### src/hw/rtl/yuyv2bgr_pkg.sv
// Shared types and constants for the YUYV to BGR24 converter.
// No dependencies; imported by the interfaces and every module of the block.
package yuyv2bgr_pkg;

    localparam int BYTE_W = 8;

    // Q10 colour coefficients
    localparam int Q_SHIFT = 10;
    localparam int Q_Y     = 1192;
    localparam int Q_UB    = 1187;
    localparam int Q_VG    = 389;
    localparam int Q_UG    = 833;
    localparam int Q_VR    = 2066;
    localparam int Y_OFS   = 16;

    // signed width that holds every product and sum without overflow
    localparam int SUM_W = 21;

    typedef struct packed {
        logic [BYTE_W-1:0] luma_first;
        logic [BYTE_W-1:0] chroma_u;
        logic [BYTE_W-1:0] luma_second;
        logic [BYTE_W-1:0] chroma_v;
        logic              end_of_frame_in;
    } mpix_t;

    typedef struct packed {
        logic [BYTE_W-1:0] byte_first;
        logic [BYTE_W-1:0] byte_middle;
        logic [BYTE_W-1:0] byte_last;
        logic              second_pixel;
        logic              end_of_frame;
    } pix_t;

    // one pixel's worth of work handed from the splitter to the pipeline
    typedef struct packed {
        logic [BYTE_W-1:0] luma;
        logic [BYTE_W-1:0] chroma_u;
        logic [BYTE_W-1:0] chroma_v;
        logic              second_pixel;
        logic              end_of_frame;
    } lane_t;

endpackage

### src/hw/rtl/yuyv2bgr_if.sv
// Valid/ready channel interfaces: macropixel input and pixel output.
// Depends on yuyv2bgr_pkg for the payload types.
interface yuyv2bgr_mpix_if
    import yuyv2bgr_pkg::*;
();
    logic  valid;
    logic  ready;
    mpix_t data;

    modport source (output valid, output data, input ready);
    modport sink   (input valid, input data, output ready);
endinterface

interface yuyv2bgr_pix_if
    import yuyv2bgr_pkg::*;
();
    logic valid;
    logic ready;
    pix_t data;

    modport source (output valid, output data, input ready);
    modport sink   (input valid, input data, output ready);
endinterface

### src/hw/rtl/yuyv2bgr_pixel_pipe.sv
// Three-stage colour conversion pipeline for one pixel per beat.
// Depends on yuyv2bgr_pkg and yuyv2bgr_pix_if.
module yuyv2bgr_pixel_pipe
    import yuyv2bgr_pkg::*;
(
    input  logic                   clk,
    input  logic                   rst_n,
    input  lane_t                  lane,
    input  logic                   lane_valid,
    output logic                   lane_ready,
    yuyv2bgr_pix_if.source         pixel
);

    localparam logic signed [SUM_W-1:0] K_Y  = SUM_W'(Q_Y);
    localparam logic signed [SUM_W-1:0] K_UB = SUM_W'(Q_UB);
    localparam logic signed [SUM_W-1:0] K_VG = SUM_W'(Q_VG);
    localparam logic signed [SUM_W-1:0] K_UG = SUM_W'(Q_UG);
    localparam logic signed [SUM_W-1:0] K_VR = SUM_W'(Q_VR);
    localparam logic signed [SUM_W-1:0] K_YO = SUM_W'(Y_OFS);
    localparam logic [SUM_W-Q_SHIFT-1:0] BYTE_MAX = (SUM_W-Q_SHIFT)'(255);

    typedef struct packed {
        logic signed [SUM_W-1:0] l;
        logic signed [SUM_W-1:0] ub;
        logic signed [SUM_W-1:0] vg;
        logic signed [SUM_W-1:0] ug;
        logic signed [SUM_W-1:0] vr;
        logic                    second_pixel;
        logic                    end_of_frame;
    } prod_t;

    typedef struct packed {
        logic signed [SUM_W-1:0] s_first;
        logic signed [SUM_W-1:0] s_middle;
        logic signed [SUM_W-1:0] s_last;
        logic                    second_pixel;
        logic                    end_of_frame;
    } sum_t;

    function automatic logic [BYTE_W-1:0] shift_clamp(input logic signed [SUM_W-1:0] s);
        logic [SUM_W-Q_SHIFT-1:0] q;
        q = s[SUM_W-1:Q_SHIFT];
        if (s[SUM_W-1])
            return '0;
        else if (q > BYTE_MAX)
            return '1;
        else
            return q[BYTE_W-1:0];
    endfunction

    logic  v1_reg, v1_next, v2_reg, v2_next, v3_reg, v3_next;
    logic  rdy1, rdy2, rdy3;
    prod_t st1_reg, st1_next;
    sum_t  st2_reg, st2_next;
    pix_t  st3_reg, st3_next;

    logic signed [SUM_W-1:0] luma_s, cu_s, cv_s;

    assign rdy3       = !v3_reg || pixel.ready;
    assign rdy2       = !v2_reg || rdy3;
    assign rdy1       = !v1_reg || rdy2;
    assign lane_ready = rdy1;

    // U - 128 is the byte with its top bit flipped, read as signed
    always_comb
    begin
        luma_s = SUM_W'($signed({1'b0, lane.luma})) - K_YO;
        cu_s   = SUM_W'($signed({~lane.chroma_u[BYTE_W-1], lane.chroma_u[BYTE_W-2:0]}));
        cv_s   = SUM_W'($signed({~lane.chroma_v[BYTE_W-1], lane.chroma_v[BYTE_W-2:0]}));

        st1_next.l            = K_Y * luma_s;
        st1_next.ub           = K_UB * cu_s;
        st1_next.vg           = K_VG * cv_s;
        st1_next.ug           = K_UG * cu_s;
        st1_next.vr           = K_VR * cv_s;
        st1_next.second_pixel = lane.second_pixel;
        st1_next.end_of_frame = lane.end_of_frame;

        st2_next.s_first      = st1_reg.l + st1_reg.ub;
        st2_next.s_middle     = st1_reg.l - st1_reg.vg - st1_reg.ug;
        st2_next.s_last       = st1_reg.l + st1_reg.vr;
        st2_next.second_pixel = st1_reg.second_pixel;
        st2_next.end_of_frame = st1_reg.end_of_frame;

        st3_next.byte_first   = shift_clamp(st2_reg.s_first);
        st3_next.byte_middle  = shift_clamp(st2_reg.s_middle);
        st3_next.byte_last    = shift_clamp(st2_reg.s_last);
        st3_next.second_pixel = st2_reg.second_pixel;
        st3_next.end_of_frame = st2_reg.end_of_frame;
    end

    always_comb
    begin
        v1_next = rdy1 ? lane_valid : v1_reg;
        v2_next = rdy2 ? v1_reg     : v2_reg;
        v3_next = rdy3 ? v2_reg     : v3_reg;
    end

    always_ff @(posedge clk or negedge rst_n)
    begin
        if (!rst_n)
        begin
            v1_reg <= 1'b0;
            v2_reg <= 1'b0;
            v3_reg <= 1'b0;
        end
        else
        begin
            v1_reg <= v1_next;
            v2_reg <= v2_next;
            v3_reg <= v3_next;
        end
    end

    always_ff @(posedge clk)
    begin
        if (rdy1)
            st1_reg <= st1_next;
        if (rdy2)
            st2_reg <= st2_next;
        if (rdy3)
            st3_reg <= st3_next;
    end

    assign pixel.valid = v3_reg;
    assign pixel.data  = st3_reg;

endmodule

### src/hw/rtl/yuyv_to_bgr24_converter_unit.sv
// Top level of the YUYV to BGR24 converter: macropixel splitter plus pipeline.
// Depends on yuyv2bgr_pkg, yuyv2bgr_if and yuyv2bgr_pixel_pipe.
//
// Takes one YUYV macropixel (Y0, U, Y1, V, end-of-frame) per beat and gives two
// 24-bit pixels in B,G,R byte order, the Y0 pixel first, each byte clamped to
// 0..255; the end-of-frame mark rides on the second pixel only. The pixel
// channel carries one pixel per cycle when back-pressure does not stall it. A
// macropixel is held in a splitter register that feeds the three-stage
// arithmetic pipeline (products, sums, shift and clamp); the first pixel
// goes from the splitter register through the product, sum and clamp
// registers to the output, and the second follows it. Back-pressure stalls the stages without loss,
// and a new macropixel is taken while the second pixel of the last one leaves
// the splitter.
module yuyv_to_bgr24_converter_unit
    import yuyv2bgr_pkg::*;
(
    input  logic              clk,
    input  logic              rst_n,
    yuyv2bgr_mpix_if.sink     macropixel,
    yuyv2bgr_pix_if.source    pixel
);

    logic  s0_valid_reg, s0_valid_next;
    logic  s0_phase_reg, s0_phase_next;
    mpix_t s0_mpix_reg;
    logic  take;
    lane_t lane;
    logic  lane_ready;

    assign macropixel.ready = !s0_valid_reg || (s0_phase_reg && lane_ready);
    assign take             = macropixel.valid && macropixel.ready;

    always_comb
    begin
        lane.luma         = s0_phase_reg ? s0_mpix_reg.luma_second : s0_mpix_reg.luma_first;
        lane.chroma_u     = s0_mpix_reg.chroma_u;
        lane.chroma_v     = s0_mpix_reg.chroma_v;
        lane.second_pixel = s0_phase_reg;
        lane.end_of_frame = s0_phase_reg && s0_mpix_reg.end_of_frame_in;
    end

    always_comb
    begin
        s0_valid_next = s0_valid_reg;
        s0_phase_next = s0_phase_reg;
        if (take)
        begin
            s0_valid_next = 1'b1;
            s0_phase_next = 1'b0;
        end
        else if (s0_valid_reg && lane_ready)
        begin
            if (s0_phase_reg)
                s0_valid_next = 1'b0;
            else
                s0_phase_next = 1'b1;
        end
    end

    always_ff @(posedge clk or negedge rst_n)
    begin
        if (!rst_n)
        begin
            s0_valid_reg <= 1'b0;
            s0_phase_reg <= 1'b0;
        end
        else
        begin
            s0_valid_reg <= s0_valid_next;
            s0_phase_reg <= s0_phase_next;
        end
    end

    always_ff @(posedge clk)
    begin
        if (take)
            s0_mpix_reg <= macropixel.data;
    end

    yuyv2bgr_pixel_pipe u_pipe
    (
        .clk        (clk),
        .rst_n      (rst_n),
        .lane       (lane),
        .lane_valid (s0_valid_reg),
        .lane_ready (lane_ready),
        .pixel      (pixel)
    );

endmodule

### src/flat_wrapper.sv
// flat-port wrapper written by rule: the top's interface ports become plain ports
module yuyv_to_bgr24_converter_unit_flat import yuyv2bgr_pkg::*;
  (clk, rst_n, macropixel_valid, macropixel_data, macropixel_ready, pixel_valid, pixel_data, pixel_ready);
  yuyv2bgr_mpix_if macropixel_i ();
  yuyv2bgr_pix_if pixel_i ();
  input  logic clk;
  input  logic rst_n;
  input wire logic [$bits(macropixel_i.valid)-1:0] macropixel_valid;
  input wire logic [$bits(macropixel_i.data)-1:0] macropixel_data;
  output wire logic [$bits(macropixel_i.ready)-1:0] macropixel_ready;
  output wire logic [$bits(pixel_i.valid)-1:0] pixel_valid;
  output wire logic [$bits(pixel_i.data)-1:0] pixel_data;
  input wire logic [$bits(pixel_i.ready)-1:0] pixel_ready;
  assign macropixel_i.valid = macropixel_valid;
  assign macropixel_i.data = macropixel_data;
  assign macropixel_ready = macropixel_i.ready;
  assign pixel_valid = pixel_i.valid;
  assign pixel_data = pixel_i.data;
  assign pixel_i.ready = pixel_ready;
  yuyv_to_bgr24_converter_unit u_core (.clk(clk), .rst_n(rst_n), .macropixel(macropixel_i), .pixel(pixel_i));
endmodule
### config.mk
export PLATFORM = sky130hd
export DESIGN_NAME = yuyv_to_bgr24_converter_unit_flat
export DESIGN_NICKNAME = d
export VERILOG_FILES = /design/src/hw/rtl/yuyv2bgr_pkg.sv /design/src/hw/rtl/yuyv2bgr_if.sv /design/src/hw/rtl/yuyv2bgr_pixel_pipe.sv /design/src/hw/rtl/yuyv_to_bgr24_converter_unit.sv /design/src/flat_wrapper.sv
export SDC_FILE = /design/constraint.sdc
export NUM_CORES = 1
export LEC_CHECK = 0
export BUFFER_PORTS_ARGS = -buffer_cell sky130_fd_sc_hd__buf_4
export CORE_ASPECT_RATIO = 1.5
export CORE_MARGIN = 1.5
export CORE_UTILIZATION = 34
export CTS_BUF_LIST = sky130_fd_sc_hd__clkbuf_4
export DETAILED_ROUTE_END_ITERATION = 8
export HOLD_SLACK_MARGIN = 0.03
export PLACE_DENSITY_LB_ADDON = 0.08
export RECOVER_POWER = 100
export SLEW_MARGIN = 20
export SYNTH_ARGS = -nofsm -noshare
export SYNTH_HDL_FRONTEND = slang
export SYNTH_HIERARCHICAL = 1
export SYNTH_SLANG_ARGS = --single-unit
export TNS_END_PERCENT = 30
### constraint.sdc
create_clock -name clk -period 6.78 [get_ports clk]
set_clock_uncertainty 0.05 [all_clocks]
set_input_delay 1.017 -clock clk [delete_from_list [all_inputs] [get_ports clk]]
set_output_delay 1.017 -clock clk [all_outputs]
set_load 0.01 [all_outputs]
==> flow_summary.yaml <==
synthesis:
  yosysSeqAreaShare: 0.421
  postSynthCellCount: 1121
  synth_top_area_cell: "edfxtp_1"
  synth_nets: 1476
  syn_area_sq_um: 13500
  async_reset_ff_frac: 0.0262
  yosys-top-cells-area: "edfxtp_1, ha_1, fa_1"
  synth.top_cell.area_share: 0.412
  ys_warn_count: 6
  synth_flop_cell: "edfxtp_1"
  synth_most_common_cell: "ha_1"
  syn_area_per_cell_sq_um: 12.1
  synth-edff-count: 186
  synthTopCellsByCount: "ha_1, edfxtp_1, inv_1"
  ys_ff_latch: 191
  synth_cell_types: 58
setup_path:
  cp_common_cell: "ha_1"
  cp_top_family: "adder cells"
  cp.arrival_ps: 6560
  critPathKind: "reg -> reg"
  critPathLaunchType: "flop"
  worstPathMaxFanout: 13
  slowest_delay_ps: 770
  critical_path.slowest_cell: "dfrtp_1"
  worst_setup_path_end_kind: "flop"
  crit_chain: "mux2_1, inv_1, ha_1, or3b_2, inv_1, ha_1, ha_1, inv_1, fa_1, inv_1, fa_1, ha_1, ha_1, o21ai_0, a21boi_0, o21a_1, nor2_1, o21ai_0, a2111o_1, o211ai_1"
  required_ps: 7190
  critPathBufInv: 4
route:
  ant_nets: 0
  wl_per_cell_um: 15.4
  dr.first_iter.drc_count: 291
  drcViolationCount: 0
  dr.pass1.iters: 4
  drt-total-wl_um: 26500
  num_vias: 7918
  vias_per_cell: 4.61
run_status:
  status: "finished with violations"
  violations: "max-capacitance violations, max-slew violations"
finish:
  areaGrowthSynthToFinish_pct: 9.07
  nFillCells: 3892
  largest_reg_flops: 92
  drive_gt1_frac: 0.0601
  nets: 1557
grt:
  grtUsageMet2: 0.256
  grt.overflow.total: 0
  grt_max_degree: 73
  busiest_layer: "met2"
  antenna_found_initial: 1
  met1_usage: 0.156
  grt_first_pass_wirelength_um: 42600
  grt_util_all_layers: 0.135
  grt_util_met3: 0.0203
  grt_pass1_vias: 8276
run:
  maxCapViolations: 2
timing:
  relSlewSlack: -1.60
  fmax_mhz: 163
  hold_viol: 0
  period_share: 0.907
  setup_viol: 0
  totalNegativeSetupSlack_ps: 0
  worstMarginPinSlew_ps: 3890
  min_period_ps: 6150
  slew_violations: 110
  fin_hold_ws_ps: 395
  rsz0062_at_grt: "no"
cts:
  cts_tree: "done"
  cts_max_level: 4
  cts.clk_slew.worst_paths_ps: 170
  ctsRootBufferMaster: "clkbuf_4"
  cts_buffer_depth: 2
  post_cts_resized: 0
  cts-buffers-inserted: 17
  cts_hold_buf: 0
  cts_sinks: 191
  clock_latency_ps: 620
  post_cts_buffers: 0
floorplan:
  core.rowCount: 89
  start_util: 0.345
  die_h_um: 247
  ioPinCount: 65
  die-width_um: 166
  dieArea_sq_um: 41100
  core_area_sq_um: 39300
placement:
  hpwl_um: 21800
  io_buffer_count: 64
  place.gp.congestion: 0.765
worst_hold_path:
  holdCritPathClass: "reg -> reg"
-- stage by stage --
| step | std cells | utilization | instance area [sq um] | worst slack [ps] |
|---|---|---|---|---|
| 2_1_floorplan | 1121 | - | 13500 | 703 |
| 3_3_place_gp | 1681 | 0.373 | 14700 | 739 |
| 3_5_place_dp | 1681 | 0.373 | 14700 | 648 |
| 4_1_cts | 1713 | 0.380 | 14900 | 602 |
| 5_1_grt | 1718 | 0.376 | 14800 | 248 |
| 6_report | 1718 | 0.376 | 14800 | 634 |
-- final timing paths --
kind,startpoint,slack (ps),to,cells after the start
worst min register to register,u_core/u_pipe/st2_reg[1],390,u_core/u_pipe/pixel.data[1],0
max in group asynchronous,rst_n,5750,u_core/s0_phase_reg,2
min in group asynchronous,rst_n,710,u_core/u_pipe/pixel.valid,2
worst max register to register,u_core/s0_phase_reg,630,u_core/u_pipe/st1_reg[105],20
worst max-delay path,u_core/s0_phase_reg,630,u_core/u_pipe/st1_reg[105],20
worst min-delay path,u_core/u_pipe/st2_reg[1],390,u_core/u_pipe/pixel.data[1],0
-- area by class of cell --
type	instances	area, sq um	share of cell area
well taps	500	626	0.0423
clock inverters	15	149	0.0101
multi-input cells	752	7130	0.483
inverters	170	638	0.0432
clock buffers	17	128	0.00864
flip-flops and latches	191	5710	0.386
diodes	3	7.51	0.000508
repair buffers	70	389	0.0263
-- logic make-up after synthesis --
kind of cell / Yosys count / synth area share
AOI/OAI and AO/OA: 150 / 0.0736
xor gates and xnor gates: 74 / 0.0478
adders and majority gates: 318 / 0.328
buffers and inverters: 178 / 0.0499
DFF: 191 / 0.421
muxes: 8 / 0.00859
and+or+nand+nor: 202 / 0.0706
-- cells in the final DEF (no fill, tap or decap), types with 5 or more instances in the layout --
| cell type | netlist | layout |
|---|---|---|
| nand4_1 | 10 | 10 |
| xor2_1 | 18 | 18 |
| nand3_1 | 8 | 8 |
| clkbuf_1 | 4 | 37 |
| nor3_1 | 22 | 22 |
| o21a_1 | 19 | 19 |
| inv_6 | 0 | 6 |
| inv_1 | 170 | 170 |
| nand2b_1 | 9 | 9 |
| nor2b_1 | 9 | 9 |
| edfxtp_1 | 186 | 186 |
| a31oi_1 | 9 | 10 |
| fa_1 | 62 | 62 |
| and3_1 | 7 | 7 |
| nor2_1 | 98 | 98 |
| dfrtp_1 | 5 | 5 |
| clkbuf_4 | 0 | 47 |
| o21ai_0 | 25 | 28 |
| a21o_1 | 15 | 15 |
| xnor2_1 | 56 | 56 |
| nand2_1 | 17 | 17 |
| a21oi_1 | 40 | 40 |
| o21bai_1 | 7 | 7 |
| ha_1 | 256 | 256 |
| a211oi_1 | 7 | 7 |
-- routing by layer --
layer | vias to the layer above | wire length [um]
li1 | 4099 | -
met1 | 3715 | 11500
met2 | 83 | 14000
met3 | 21 | 501
met4 | 0 | 391
met5 | - | 0
-- worst register-to-register path, stage by stage, from the launching register on --
cell and delay [ps]:
dfrtp_1 770, mux2_1 420, inv_1 140, ha_1 190, or3b_2 570, inv_1 180
ha_1 280, ha_1 280, inv_1 50, fa_1 500, inv_1 50, fa_1 480
ha_1 310, ha_1 330, o21ai_0 110, a21boi_0 160, o21a_1 190, nor2_1 160
o21ai_0 220, a2111o_1 460, o211ai_1 90
Power is left out: the tool's default activity adds up to more than one toggle a clock period on the data nets, which glitch-free logic cannot reach.
